### src/rtl/nubf_pkg.sv
// Shared types and constants for the NAL unit boundary finder.
// No dependencies; imported by every module of the block.
`default_nettype none
package nubf_pkg;

    // Result status codes
    localparam logic [1:0] ST_COMPLETE = 2'd0;
    localparam logic [1:0] ST_TRUNC    = 2'd1;
    localparam logic [1:0] ST_NOSTART  = 2'd2;

    // H.264 unit types
    localparam logic [5:0] H264_IDR  = 6'd5;
    localparam logic [5:0] H264_SPS  = 6'd7;
    localparam logic [5:0] H264_PPS  = 6'd8;
    localparam logic [5:0] H264_VCL_LO = 6'd1;

    // HEVC unit types
    localparam logic [5:0] HEVC_IDR_W_RADL = 6'd19;
    localparam logic [5:0] HEVC_IDR_N_LP   = 6'd20;
    localparam logic [5:0] HEVC_SPS        = 6'd33;
    localparam logic [5:0] HEVC_PPS        = 6'd34;
    localparam logic [5:0] HEVC_VCL_HI     = 6'd31;

    // Output word layout (tdata), lowest bit first
    localparam int TDATA_W  = 112;
    localparam int TUSER_W  = 2;
    localparam int BIT_TYPE = 96;
    localparam int BIT_SPS  = 102;
    localparam int BIT_PPS  = 103;
    localparam int BIT_IDR  = 104;
    localparam int BIT_VCL  = 105;

    // Ended unit as the scanner reports it, before classification
    typedef struct packed {
        logic [31:0] start_off;
        logic [31:0] end_off;
        logic [31:0] length;
        logic [5:0]  unit_type;
        logic        type_ok;
        logic [1:0]  status;
    } t_scan_res;

    // Complete result word
    typedef struct packed {
        logic [31:0] start_off;
        logic [31:0] end_off;
        logic [31:0] length;
        logic [5:0]  unit_type;
        logic        flag_sps;
        logic        flag_pps;
        logic        flag_idr;
        logic        flag_vcl;
        logic [1:0]  status;
    } t_result;

endpackage
`default_nettype wire

### src/rtl/nubf_scan.sv
// Start code scanner: byte history, offsets and open-unit state.
// Depends on nubf_pkg (t_scan_res, status codes).
`default_nettype none
module nubf_scan #(
    parameter int OFFSET_BITS = 32
) (
    input  wire                   i_clk,
    input  wire                   i_rst_n,
    input  wire                   i_accept,
    input  wire  [7:0]            i_byte,
    input  wire                   i_last,
    input  wire                   i_hevc,
    output logic                  o_res_valid,
    output nubf_pkg::t_scan_res   o_res
);
    import nubf_pkg::*;

    logic [23:0]            r_hist;
    logic [1:0]             r_cnt;
    logic [OFFSET_BITS-1:0] r_pos;
    logic                   r_inside;
    logic [OFFSET_BITS-1:0] r_start;
    logic                   r_hdr;
    logic [5:0]             r_type;
    logic                   r_any;

    logic [23:0]            n_hist;
    logic [1:0]             n_cnt;
    logic                   n_inside;
    logic [OFFSET_BITS-1:0] n_start;
    logic                   n_hdr;
    logic [5:0]             n_type;
    logic                   n_any;

    logic                   full;
    logic [5:0]             hdr_type;
    logic [5:0]             type_eff;
    logic                   hdr_eff;
    logic                   term;
    logic                   in_mid;
    logic                   start;
    logic [OFFSET_BITS-1:0] pos_p1;

    logic [OFFSET_BITS-1:0] emit_start;
    logic [OFFSET_BITS-1:0] emit_end;
    logic [OFFSET_BITS-1:0] emit_len;
    logic [5:0]             emit_type;
    logic                   emit_hdr;
    logic [1:0]             emit_status;
    logic                   emit_zero;
    logic [OFFSET_BITS+31:0] ext_start;
    logic [OFFSET_BITS+31:0] ext_end;
    logic [OFFSET_BITS+31:0] ext_len;

    always_comb begin
        n_hist   = {r_hist[15:0], i_byte};
        n_cnt    = (r_cnt == 2'd3) ? 2'd3 : r_cnt + 2'd1;
        full     = (r_cnt >= 2'd2);
        hdr_type = i_hevc ? i_byte[6:1] : {1'b0, i_byte[4:0]};
        type_eff = (r_inside && !r_hdr) ? hdr_type : r_type;
        hdr_eff  = r_hdr || r_inside;
        term     = r_inside && full && (n_hist <= 24'd1);
        in_mid   = r_inside && !term;
        start    = !in_mid && full && (n_hist == 24'd1);
        pos_p1   = r_pos + 1'b1;

        n_inside = in_mid || start;
        n_start  = start ? pos_p1 : r_start;
        n_hdr    = start ? 1'b0 : hdr_eff;
        n_type   = start ? 6'd0 : type_eff;
        n_any    = r_any || start;

        // Pick the unit to report: a start code or 00 00 00 closes the open unit,
        // the last byte closes whatever is still open or reports a stream without start.
        o_res_valid = 1'b0;
        emit_start  = r_start;
        emit_end    = r_pos - OFFSET_BITS'(2);
        emit_type   = type_eff;
        emit_hdr    = 1'b1;
        emit_status = ST_COMPLETE;
        emit_zero   = 1'b0;
        if (term) begin
            o_res_valid = 1'b1;
        end else if (i_last && n_inside) begin
            o_res_valid = 1'b1;
            emit_start  = n_start;
            emit_end    = pos_p1;
            emit_type   = n_type;
            emit_hdr    = n_hdr;
            emit_status = ST_TRUNC;
        end else if (i_last && !n_any) begin
            o_res_valid = 1'b1;
            emit_status = ST_NOSTART;
            emit_zero   = 1'b1;
        end
        emit_len  = emit_end - emit_start;
        ext_start = {32'd0, emit_start};
        ext_end   = {32'd0, emit_end};
        ext_len   = {32'd0, emit_len};

        o_res.start_off = emit_zero ? 32'd0 : ext_start[31:0];
        o_res.end_off   = emit_zero ? 32'd0 : ext_end[31:0];
        o_res.length    = emit_zero ? 32'd0 : ext_len[31:0];
        o_res.unit_type = emit_type;
        o_res.type_ok   = !emit_zero && emit_hdr && (emit_len != '0);
        o_res.status    = emit_status;
    end

    always_ff @(posedge i_clk) begin
        if (!i_rst_n || (i_accept && i_last)) begin
            r_hist   <= '0;
            r_cnt    <= '0;
            r_pos    <= '0;
            r_inside <= 1'b0;
            r_start  <= '0;
            r_hdr    <= 1'b0;
            r_type   <= '0;
            r_any    <= 1'b0;
        end else if (i_accept) begin
            r_hist   <= n_hist;
            r_cnt    <= n_cnt;
            r_pos    <= pos_p1;
            r_inside <= n_inside;
            r_start  <= n_start;
            r_hdr    <= n_hdr;
            r_type   <= n_type;
            r_any    <= n_any;
        end
    end

endmodule
`default_nettype wire

### src/rtl/nubf_classify.sv
// Unit type classification (SPS, PPS, IDR, VCL) for H.264 and HEVC.
// Depends on nubf_pkg (t_scan_res, t_result, type constants).
`default_nettype none
module nubf_classify (
    input  wire                  i_hevc,
    input  nubf_pkg::t_scan_res  i_res,
    output nubf_pkg::t_result    o_res
);
    import nubf_pkg::*;

    logic [5:0] t;

    always_comb begin
        t = i_res.unit_type;
        o_res.start_off = i_res.start_off;
        o_res.end_off   = i_res.end_off;
        o_res.length    = i_res.length;
        o_res.status    = i_res.status;
        o_res.unit_type = '0;
        o_res.flag_sps  = 1'b0;
        o_res.flag_pps  = 1'b0;
        o_res.flag_idr  = 1'b0;
        o_res.flag_vcl  = 1'b0;
        // Empty or headerless units carry no type
        if (i_res.type_ok) begin
            o_res.unit_type = t;
            if (i_hevc) begin
                o_res.flag_sps = (t == HEVC_SPS);
                o_res.flag_pps = (t == HEVC_PPS);
                o_res.flag_idr = (t == HEVC_IDR_W_RADL) || (t == HEVC_IDR_N_LP);
                o_res.flag_vcl = (t <= HEVC_VCL_HI);
            end else begin
                o_res.flag_sps = (t == H264_SPS);
                o_res.flag_pps = (t == H264_PPS);
                o_res.flag_idr = (t == H264_IDR);
                o_res.flag_vcl = (t >= H264_VCL_LO) && (t <= H264_IDR);
            end
        end
    end

endmodule
`default_nettype wire

### src/rtl/nal_unit_boundary_finder.sv
// Top level of the Annex B NAL unit boundary finder.
// Depends on nubf_pkg, nubf_scan and nubf_classify.
//
//  Channel   Dir  Handshake                    Payload
//  s_axis    in   s_axis_tvalid/s_axis_tready  tdata[7:0] data_byte, tlast last_byte
//  m_axis    out  m_axis_tvalid/m_axis_tready  tdata: unit fields, tuser[1:0] status
//  cfg       in   i_cfg_wen (no handshake)     i_cfg_wdata codec_select
//
//  One byte is taken per clock while s_axis_tready is high; a result, when a
//  byte causes one, shows on m_axis from the output register or via the skid.
//  The scanner's history, offset and unit registers are the only state in the byte
//  path, so throughput is one byte per cycle for as long as m_axis drains.
//  A two-word result buffer (output register plus skid) lets s_axis keep
//  flowing while one result waits; s_axis_tready drops only when both hold words.
//  Reset is synchronous, active low, and clears the scanner, buffer and codec_select.
`default_nettype none
module nal_unit_boundary_finder #(
    parameter int OFFSET_BITS = 32
) (
    input  wire                          i_clk,
    input  wire                          i_rst_n,
    // codec_select: 0 H.264, 1 HEVC
    input  wire                          i_cfg_wen,
    input  wire                          i_cfg_wdata,
    input  wire                          s_axis_tvalid,
    output logic                         s_axis_tready,
    input  wire  [7:0]                   s_axis_tdata,  // [7:0] data_byte
    input  wire                          s_axis_tlast,  // last_byte
    output logic                         m_axis_tvalid,
    input  wire                          m_axis_tready,
    // [31:0] unit_start_offset, [63:32] unit_end_offset, [95:64] unit_length,
    // [101:96] unit_type, [102] flag_sps, [103] flag_pps, [104] flag_idr,
    // [105] flag_vcl, [111:106] zero
    output logic [nubf_pkg::TDATA_W-1:0] m_axis_tdata,
    output logic [nubf_pkg::TUSER_W-1:0] m_axis_tuser   // [1:0] status
);
    import nubf_pkg::*;

    logic       r_codec;
    logic       accept;
    logic       pop;
    logic       scan_valid;
    t_scan_res  scan_res;
    t_result    cls_res;

    // Output register and skid stage
    logic       r_out_valid;
    t_result    r_out;
    logic       r_skid_valid;
    t_result    r_skid;

    assign s_axis_tready = !r_skid_valid;
    assign accept        = s_axis_tvalid && s_axis_tready;
    assign pop           = r_out_valid && m_axis_tready;

    always_ff @(posedge i_clk) begin
        if (!i_rst_n) begin
            r_codec <= 1'b0;
        end else if (i_cfg_wen) begin
            r_codec <= i_cfg_wdata;
        end
    end

    nubf_scan #(
        .OFFSET_BITS (OFFSET_BITS)
    ) u_scan (
        .i_clk       (i_clk),
        .i_rst_n     (i_rst_n),
        .i_accept    (accept),
        .i_byte      (s_axis_tdata),
        .i_last      (s_axis_tlast),
        .i_hevc      (r_codec),
        .o_res_valid (scan_valid),
        .o_res       (scan_res)
    );

    nubf_classify u_classify (
        .i_hevc (r_codec),
        .i_res  (scan_res),
        .o_res  (cls_res)
    );

    // Buffer control: drain the skid first, otherwise load the fresh result
    // into the output register when it is free, else park it in the skid.
    always_ff @(posedge i_clk) begin
        if (!i_rst_n) begin
            r_out_valid  <= 1'b0;
            r_skid_valid <= 1'b0;
        end else if (r_skid_valid) begin
            if (pop) begin
                r_out_valid  <= 1'b1;
                r_skid_valid <= 1'b0;
            end
        end else if (!r_out_valid || pop) begin
            r_out_valid <= accept && scan_valid;
        end else if (accept && scan_valid) begin
            r_skid_valid <= 1'b1;
        end
    end

    always_ff @(posedge i_clk) begin
        if (r_skid_valid) begin
            if (pop) begin
                r_out <= r_skid;
            end
        end else if (!r_out_valid || pop) begin
            r_out <= cls_res;
        end else begin
            r_skid <= cls_res;
        end
    end

    assign m_axis_tvalid = r_out_valid;
    assign m_axis_tdata  = {6'd0, r_out.flag_vcl, r_out.flag_idr, r_out.flag_pps,
                            r_out.flag_sps, r_out.unit_type, r_out.length,
                            r_out.end_off, r_out.start_off};
    assign m_axis_tuser  = r_out.status;

endmodule
`default_nettype wire

### config.mk
export PLATFORM = sky130hd
export DESIGN_NAME = nal_unit_boundary_finder
export DESIGN_NICKNAME = d
export VERILOG_FILES = /design/src/rtl/nubf_pkg.sv /design/src/rtl/nubf_scan.sv /design/src/rtl/nubf_classify.sv /design/src/rtl/nal_unit_boundary_finder.sv
export SDC_FILE = /design/constraint.sdc
export NUM_CORES = 1
export LEC_CHECK = 0
export BUFFER_PORTS_ARGS = -buffer_cell sky130_fd_sc_hd__buf_2
export CAP_MARGIN = 20
export CORE_MARGIN = 2
export CORE_UTILIZATION = 50
export CTS_CLUSTER_SIZE = 16
export DETAILED_ROUTE_END_ITERATION = 8
export PLACE_DENSITY = 0.68
export SYNTH_ARGS = -nofsm -noshare
export SYNTH_HDL_FRONTEND = slang
export SYNTH_SLANG_ARGS = --single-unit
### constraint.sdc
create_clock -name i_clk -period 11.6 [get_ports i_clk]
set_clock_uncertainty 0.05 [all_clocks]
set_input_delay 1.16 -clock i_clk [delete_from_list [all_inputs] [get_ports i_clk]]
set_output_delay 1.16 -clock i_clk [all_outputs]
set_load 0.005 [all_outputs]
==> summary.md, run 1 <==
| Metric | Value |
|---|---|
| Residual DRC count | `0` |
| Cts-stage hold buffer count | `0` |
| Min-delay src | `u_scan.r_type[2]$_SDFFE_PP0P_` |
| Yosys cell types | `79` |
| Pleak | `0.006416 uW` |
| WL per Instance | `18.93 um` |
| Number of synthesized flops with an enable pin | `216` |
| CTS H-tree lvls | `2` |
| DP Wirelength | `27.88 mm` |
| Wirelength, routed | `40.34 mm` |
| First-pass GRT wire length | `61.58 mm` |
| Final nets | `1,757` |
| Yosys warns | `0` |
| Pin count of the biggest net entering global routing | `92` |
| Setup_tns | `0 ns` |
| Area contributors post-synth | `edfxtp_1 (40%), dfxtp_1 (12%), nand2_1 (5.3%), nor2_1 (5.1%), o31ai_1 (3.7%)` |
| Hold WC Path Type | `reg -> reg` |
| Clock-pin slew on the worst setup and hold paths | `0.06 ns` |
| Die Y | `184.1 um` |
| Min Tclk post-route | `7.833 ns` |
| Slew Limit Fails | `0` |
| Most frequent cell after synthesis | `nand2_1` |
| Total power | `2527 uW` |
| Synth Area per Inst | `9.745 um^2` |
| Async set or reset register ratio after synthesis | `0%` |
| Vias in the first global route | `10.98k` |
| R2R setup slack | `4.15 ns` |
| VDD IR-drop max | `0.1021 mV` |
| Crit Path Category | `in -> reg` |
| Final hold vios | `0` |
| Worst Path Arrival | `8.01 ns` |
| CP endpoint kind | `flop` |
| Initial core utilization | `51.16%` |
| Pwr dens | `140.8 nW/um^2` |
| Ratio of cells with drive above 1 in the final layout | `14.11%` |
| Initial antenna violation count | `0` |
| Post-DRT Antenna Nets | `0` |
| CTS tree | `done` |
| Reg2reg end | `m_axis_tdata[104]$_DFFE_PP_` |
| Post-CTS repair timing setup buffer count | `0` |
| # Max-Cap Violations | `0` |
| Floorplan row count | `65` |
| Fmax | `127.7 MHz` |
| Seq cells post-synth | `310` |
| Unrepaired setup endpoints after global routing | `no` |
| Crit path required time | `11.78 ns` |
| Gate Count Post-Synth | `1,665` |
| Seq/Total Area, Yosys | `51.57%` |
| Top FF cell, synth | `edfxtp_1` |
| Hold Slack | `0.4016 ns` |
| FF-to-FF Start | `u_scan.r_hist[7]$_SDFFE_PP0P_` |
| P&R area growth vs syn | `10.59%` |
| DRT Pass-1 Iters | `5` |
| Overflow after GRT | `0` |
| GR Util All Layers | `23.24%` |
| N_diodes | `0` |
| Fraction of post-synthesis cell area in the top cell type by area | `39.98%` |
| CP Launch Type | `primary input` |
| Clk_lat worst skew | `0.52 ns` |
| Outcome | `finished clean` |
| Clock Sinks | `310` |
| Clock Path Buffers | `3` |
| Synth cell count leaders | `nand2_1 (228), nor2_1 (219), edfxtp_1 (216), a21oi_1 (107), clkbuf_1 (106)` |
| Via count | `12.25k` |
| Tcrit/Tclk final | `67.53%` |
| Die W | `184.1 um` |
| Final setup vio count | `0` |
| I/O pin cnt | `131` |
| Max_slew headroom | `30.11%` |
| R2R depth | `19` |
| Port Buf Inserts | `124` |
| Mapped Area | `16,230 um^2` |
| CP max FO | `34` |
| Post-synth top area cell | `edfxtp_1` |
| GP Congestion | `0.9743` |
| Die Area | `33,910 um^2` |
| Resize count post-CTS | `0` |
| Via/cell ratio | `5.747` |
| Hold path endpoint | `u_scan.r_type[2]$_SDFFE_PP0P_` |
| Hold path cells | `2` |
| Core outline area | `31,720 um^2` |
| Worst slew pin tran | `1.042 ns` |
| Num CTS Buffers | `34` |
| Critical Path Start | `s_axis_tdata[5]` |
| DR iter-0 viols | `1,141` |
| Root buffer cell | `clkbuf_16` |
[worst max-delay path, stage by stage]
cell	delay, ns
buf_2	0.11
nor4_1	0.29
nand4_1	0.15
nor2_1	0.29
mux2_2	0.65
clkinv_1	0.81
xnor2_1	0.77
ha_1	0.26
inv_1	0.05
fa_1	0.39
a21o_1	0.23
a221o_1	0.37
and4b_4	0.23
nor3_2	0.28
nand2_1	0.08
or4_1	0.56
nor4b_2	0.26
and4_1	0.23
and4bb_1	0.67
o41ai_2	0.14
[logic make-up (layout without fill, tap and decap cells)]
logic type | Yosys count | in the layout | synth area share [%]
other | 1 | 6 | 0.02311
and+or+nand+nor | 656 | 656 | 18.64
xor gates and xnor gates | 108 | 108 | 5.830
adders and majority gates | 36 | 36 | 2.822
DFF | 310 | 310 | 51.57
buffers and inverters | 176 | 235 | 4.750
muxes | 42 | 42 | 2.761
AOI/OAI and AO/OA | 336 | 336 | 13.60
[area by class of cell]
class | instances | area (um^2)
multi-input combinational | 1184 | 7136
clock inverter | 10 | 76.32
fill | 2753 | 13770
clock buffer | 49 | 1001
timing repair buffer | 134 | 695.7
inverter | 42 | 160.2
tap | 402 | 503.0
sequential | 310 | 8372
[registers in the layout, summed over array words and instances (netlist names)]
name and flops:
u_scan.r_type 6, u_scan.r_cnt 2, r_skid 108, u_scan.r_hdr 1, u_scan.r_hist 16, u_scan.r_start 32, u_scan.r_pos 32, m_axis_tvalid 1
m_axis_tdata 106, m_axis_tuser 2, u_scan.r_inside 1, r_skid_valid 1, r_codec 1, u_scan.r_any 1
[metrics by stage]
step                      setup WS [ns]  utilization, %  cells  area (um^2)
after floorplan                   5.427               -   1670        16240
after global placement            3.424           53.18   2072        16870
after detailed placement          3.343           53.18   2072        16870
after CTS                         3.875           56.57   2131        17940
after global routing              3.281           56.57   2131        17940
final                             3.767           56.57   2131        17940
[cell usage in the layout (no fill, tap or decap), drive strengths merged, types with 6 or more instances in the layout]
cell type and count:
a211oi 32, a21o 8, a21oi 108, a31oi 7, and2 19, and3 14, buf 134, clkbuf 49
clkinv 11, conb 6, dfxtp 94, edfxtp 216, ha 35, inv 39, mux2 22, mux2i 20
nand2 228, nand2b 12, nand3 37, nand4 25, nor2 220, nor3 25, nor3b 7, nor4 20
nor4b 6, o21a 6, o21ai 56, o31ai 81, or2 6, or3 14, or4 6, xnor2 51
xor2 57
[how the worst max path moves through the flow]
stage	end	cells past startpoint
finish	m_axis_tdata[104]$_DFFE_PP_	20
global route	m_axis_tdata[104]$_DFFE_PP_	20
CTS	m_axis_tdata[103]$_DFFE_PP_	20
detailed placement	m_axis_tdata[103]$_DFFE_PP_	20
global placement	m_axis_tdata[97]$_DFFE_PP_	20
floorplan	m_axis_tdata[97]$_DFFE_PP_	21
[layer usage]
metal | GRT usage, % | vias to the layer above | share of wire, %
met2 | 34.73 | 370 | 44
met3 | 3.636 | 72 | 6.2
li1 | - | 6023 | -
met1 | 34.59 | 5781 | 47
met5 | 0 | - | 0
met4 | 7.456 | 0 | 2.5
[where the power goes]
part	internal, uW	switching, uW
combinational	77.8	142
clock	621	430
sequential	1240	16.6
Power figures use the tool's default switching activity.
==> inputs of run 2 (changes only) <==
--- a/config.mk
+++ b/config.mk
@@ -11,7 +11,7 @@
 export CORE_UTILIZATION = 50
 export CTS_CLUSTER_SIZE = 16
 export DETAILED_ROUTE_END_ITERATION = 8
-export PLACE_DENSITY = 0.68
+export PLACE_DENSITY = 0.71
 export SYNTH_ARGS = -nofsm -noshare
 export SYNTH_HDL_FRONTEND = slang
 export SYNTH_SLANG_ARGS = --single-unit
==> constraint.sdc (replaced) <==
create_clock -name i_clk -period 6.9 [get_ports i_clk]
set_clock_uncertainty 0.05 [all_clocks]
set_input_delay 0.69 -clock i_clk [delete_from_list [all_inputs] [get_ports i_clk]]
set_output_delay 0.69 -clock i_clk [all_outputs]
set_load 0.005 [all_outputs]
==> run 2 against run 1 <==
Effect of this change: register-to-register slack got worse by 3.5 ns; design area unchanged; sequential share of layout area unchanged; setup slack worse by 3.2 ns; largest cell class unchanged; first-iteration DRC count grew 16%; largest power group unchanged; worst hold slack got worse by 0.077 ns; cell count increased by 0.56%; clock-buffer cell count shrank 14; critical path depth grew 1; non-clock buffer count increased by 16.
==> summary.md, run 2 (same netlist as run 1, synthesis figures left out) <==
| Metric | Value |
|---|---|
| # Max-Cap Violations | `0 (unchanged)` |
| Cts-stage hold buffer count | `0 (unchanged)` |
| Via count | `12.40k (+1.3%)` |
| Slew Limit Fails | `0 (unchanged)` |
| Setup_tns | `0 ns (unchanged)` |
| Via/cell ratio | `5.788 (+0.72%)` |
| Largest register FFs | `108 (unchanged)` |
| Max_slew headroom | `31.92% (+1.8 points)` |
| CTS tree | `done` |
| Min-delay src | `s_axis_tdata[7]` |
| Pin count of the biggest net entering global routing | `115 (+25%)` |
| DP Wirelength | `28.80 mm (+3.3%)` |
| Worst slew pin tran | `1.015 ns (-0.02697 ns)` |
| P&R area growth vs syn | `10.59% (unchanged)` |
| Outcome | `finished clean` |
| Root buffer cell | `clkbuf_16` |
| Min Tclk post-route | `6.289 ns` |
| Die Area | `33,910 um^2 (unchanged)` |
| GP Congestion | `0.9411 (-3.4%)` |
| Unrepaired setup endpoints after global routing | `no` |
| Resize count post-CTS | `0 (unchanged)` |
| Final hold vios | `0 (unchanged)` |
| Clk_lat worst skew | `0.57 ns (+0.05 ns)` |
| Floorplan row count | `65 (unchanged)` |
| Fmax | `159.0 MHz` |
| Initial antenna violation count | `0 (unchanged)` |
| Pleak | `0.006434 uW (+0.27%)` |
| Overflow after GRT | `0 (unchanged)` |
| CTS H-tree lvls | `1 (-1)` |
| Crit Path Category | `reg -> reg` |
| Largest Register | `r_skid` |
| Hold path cells | `3 (+1)` |
| GR Util All Layers | `23.56% (+0.32 points)` |
| Post-DRT Antenna Nets | `0 (unchanged)` |
| Tcrit/Tclk final | `91.15%` |
| Port Buf Inserts | `124 (unchanged)` |
| Clock Sinks | `310 (unchanged)` |
| Reg2reg end | `r_skid[4]$_DFFE_PP_` |
| WL per Instance | `18.91 um (-0.11%)` |
| Total power | `4073 uW (+61%)` |
| Initial core utilization | `51.16% (unchanged)` |
| DRT Pass-1 Iters | `5 (unchanged)` |
| Die W | `184.1 um (unchanged)` |
| R2R setup slack | `0.61 ns (-3.54 ns)` |
| Placed cell area | `17,000 um^2 (+0.79%)` |
| N_diodes | `0 (unchanged)` |
| First-pass GRT wire length | `62.83 mm (+2.0%)` |
| R2R depth | `21 (+2)` |
| Die Y | `184.1 um (unchanged)` |
| CP endpoint kind | `flop` |
| Clock-pin slew on the worst setup and hold paths | `0.06 ns (about the same)` |
| Worst Path Arrival | `6.54 ns (-1.47 ns)` |
| Residual DRC count | `0 (unchanged)` |
| I/O pin cnt | `131 (unchanged)` |
| Ratio of cells with drive above 1 in the final layout | `14.53% (+0.42 points)` |
| Hold path endpoint | `u_scan.r_hist[7]$_SDFFE_PP0P_` |
| Dpl cells | `2,088 (+0.77%)` |
| Commonest cells after routing, fill and taps aside | `nand2_1 (226), nor2_1 (218), edfxtp_1 (216), buf_2 (124), a21oi_1 (107)` |
| Final nets | `1,770 (+0.74%)` |
| Fill count | `2,730 (-0.84%)` |
| Crit path required time | `7.15 ns (-4.63 ns)` |
| Final setup vio count | `0 (unchanged)` |
| Most common cell after layout, fill and taps aside | `nand2_1` |
| Core outline area | `31,720 um^2 (unchanged)` |
| CP max FO | `33 (-2.9%)` |
| Post-CTS repair timing setup buffer count | `0 (unchanged)` |
| Vias in the first global route | `11.15k (+1.5%)` |
| Hold WC Path Type | `in -> reg` |
| VDD IR-drop max | `0.1979 mV (+94%)` |
| CP Launch Type | `flop` |
| Clock Path Buffers | `3 (unchanged)` |
| Pwr dens | `227.0 nW/um^2 (+61%)` |
| Finished Cell Area | `17,940 um^2 (unchanged)` |
| Num CTS Buffers | `31 (-8.8%)` |
| DR iter-0 viols | `1,320 (+16%)` |
| FF-to-FF Start | `u_scan.r_hist[7]$_SDFFE_PP0P_` |
| Final non-filler cell total | `2,143 (+0.56%)` |
| Wirelength, routed | `40.52 mm (+0.45%)` |
-- run 2: cell count changes in the layout (fill, tap and decap cells not counted), sizes merged --
cell / previous run / this run
clkbuf: 49 / 35
inv: 39 / 40
bufinv: 1 / 2
clkinvlp: 1 / 2
clkinv: 11 / 18
buf: 134 / 150
-- run 2: worst max-delay path, cell delays in order (launching register included) --
cell and delay, ns:
dfxtp_1 0.32, nor4b_1 0.35, nand4_1 0.15, nor2_1 0.33, mux2_2 0.39, buf_4 0.24, nand2_1 0.14, nor4_1 0.06
a21oi_1 0.17, xor2_1 0.51, inv_1 0.10, ha_1 0.46, nand4_1 0.28, nor2_1 0.11, a32oi_1 0.35, nand4_1 0.15
a31o_2 0.28, a221oi_1 0.30, xor2_1 0.36, and4_1 0.25, and4_1 0.51, nor3_1 0.12
-- run 2: through the flow --
step	worst slack (ns)	util, %	hold slack [ns]
floorplan	1.197	-	0.3822
global placement	0.3700	53.59	0.3886
detailed placement	0.3279	53.59	0.3939
CTS	0.6670	56.57	0.3020
global route	0.1181	56.57	0.3239
finish	0.6108	56.57	0.3245
-- run 2: routing by layer --
metal  global-route usage [%]  share of wire, %  vias to the layer above
met5                        0                 0                        -
met4                    5.024               1.9                        0
met3                    2.628               6.3                       44
met2                    36.29                45                      442
met1                    35.89                47                     5885
li1                         -                 -                     6033
-- run 2: power breakdown --
part	total (uW)	internal (uW)	switching, uW
registers	2110	2080	28.0
logic	378	137	242
clock network	1580	892	692
-- run 2: area by class of cell --
class | instances | area, um^2 | share of cell area, %
Clock inverter | 20 | 153.9 | 0.8577
Tap cell | 402 | 503.0 | 2.803
Multi-Input combinational cell | 1184 | 7136 | 39.77
Inverter | 42 | 160.2 | 0.8925
Timing Repair Buffer | 150 | 828.3 | 4.616
Sequential cell | 310 | 8372 | 46.66
Clock buffer | 35 | 790.8 | 4.407
-- run 2: worst max-delay path by stage --
| stage | cells past startpoint | end | startpoint |
|---|---|---|---|
| 2_1_floorplan | 21 | m_axis_tdata[97]$_DFFE_PP_ | s_axis_tdata[5] |
| 3_3_place_gp | 22 | r_skid[7]$_DFFE_PP_ | s_axis_tdata[5] |
| 3_5_place_dp | 22 | r_skid[4]$_DFFE_PP_ | s_axis_tdata[5] |
| 4_1_cts | 22 | m_axis_tdata[97]$_DFFE_PP_ | u_scan.r_pos[5]$_SDFFE_PP0P_ |
| 5_1_grt | 21 | r_skid[4]$_DFFE_PP_ | u_scan.r_hist[15]$_SDFFE_PP0P_ |
| 6_report | 21 | r_skid[4]$_DFFE_PP_ | u_scan.r_hist[7]$_SDFFE_PP0P_ |
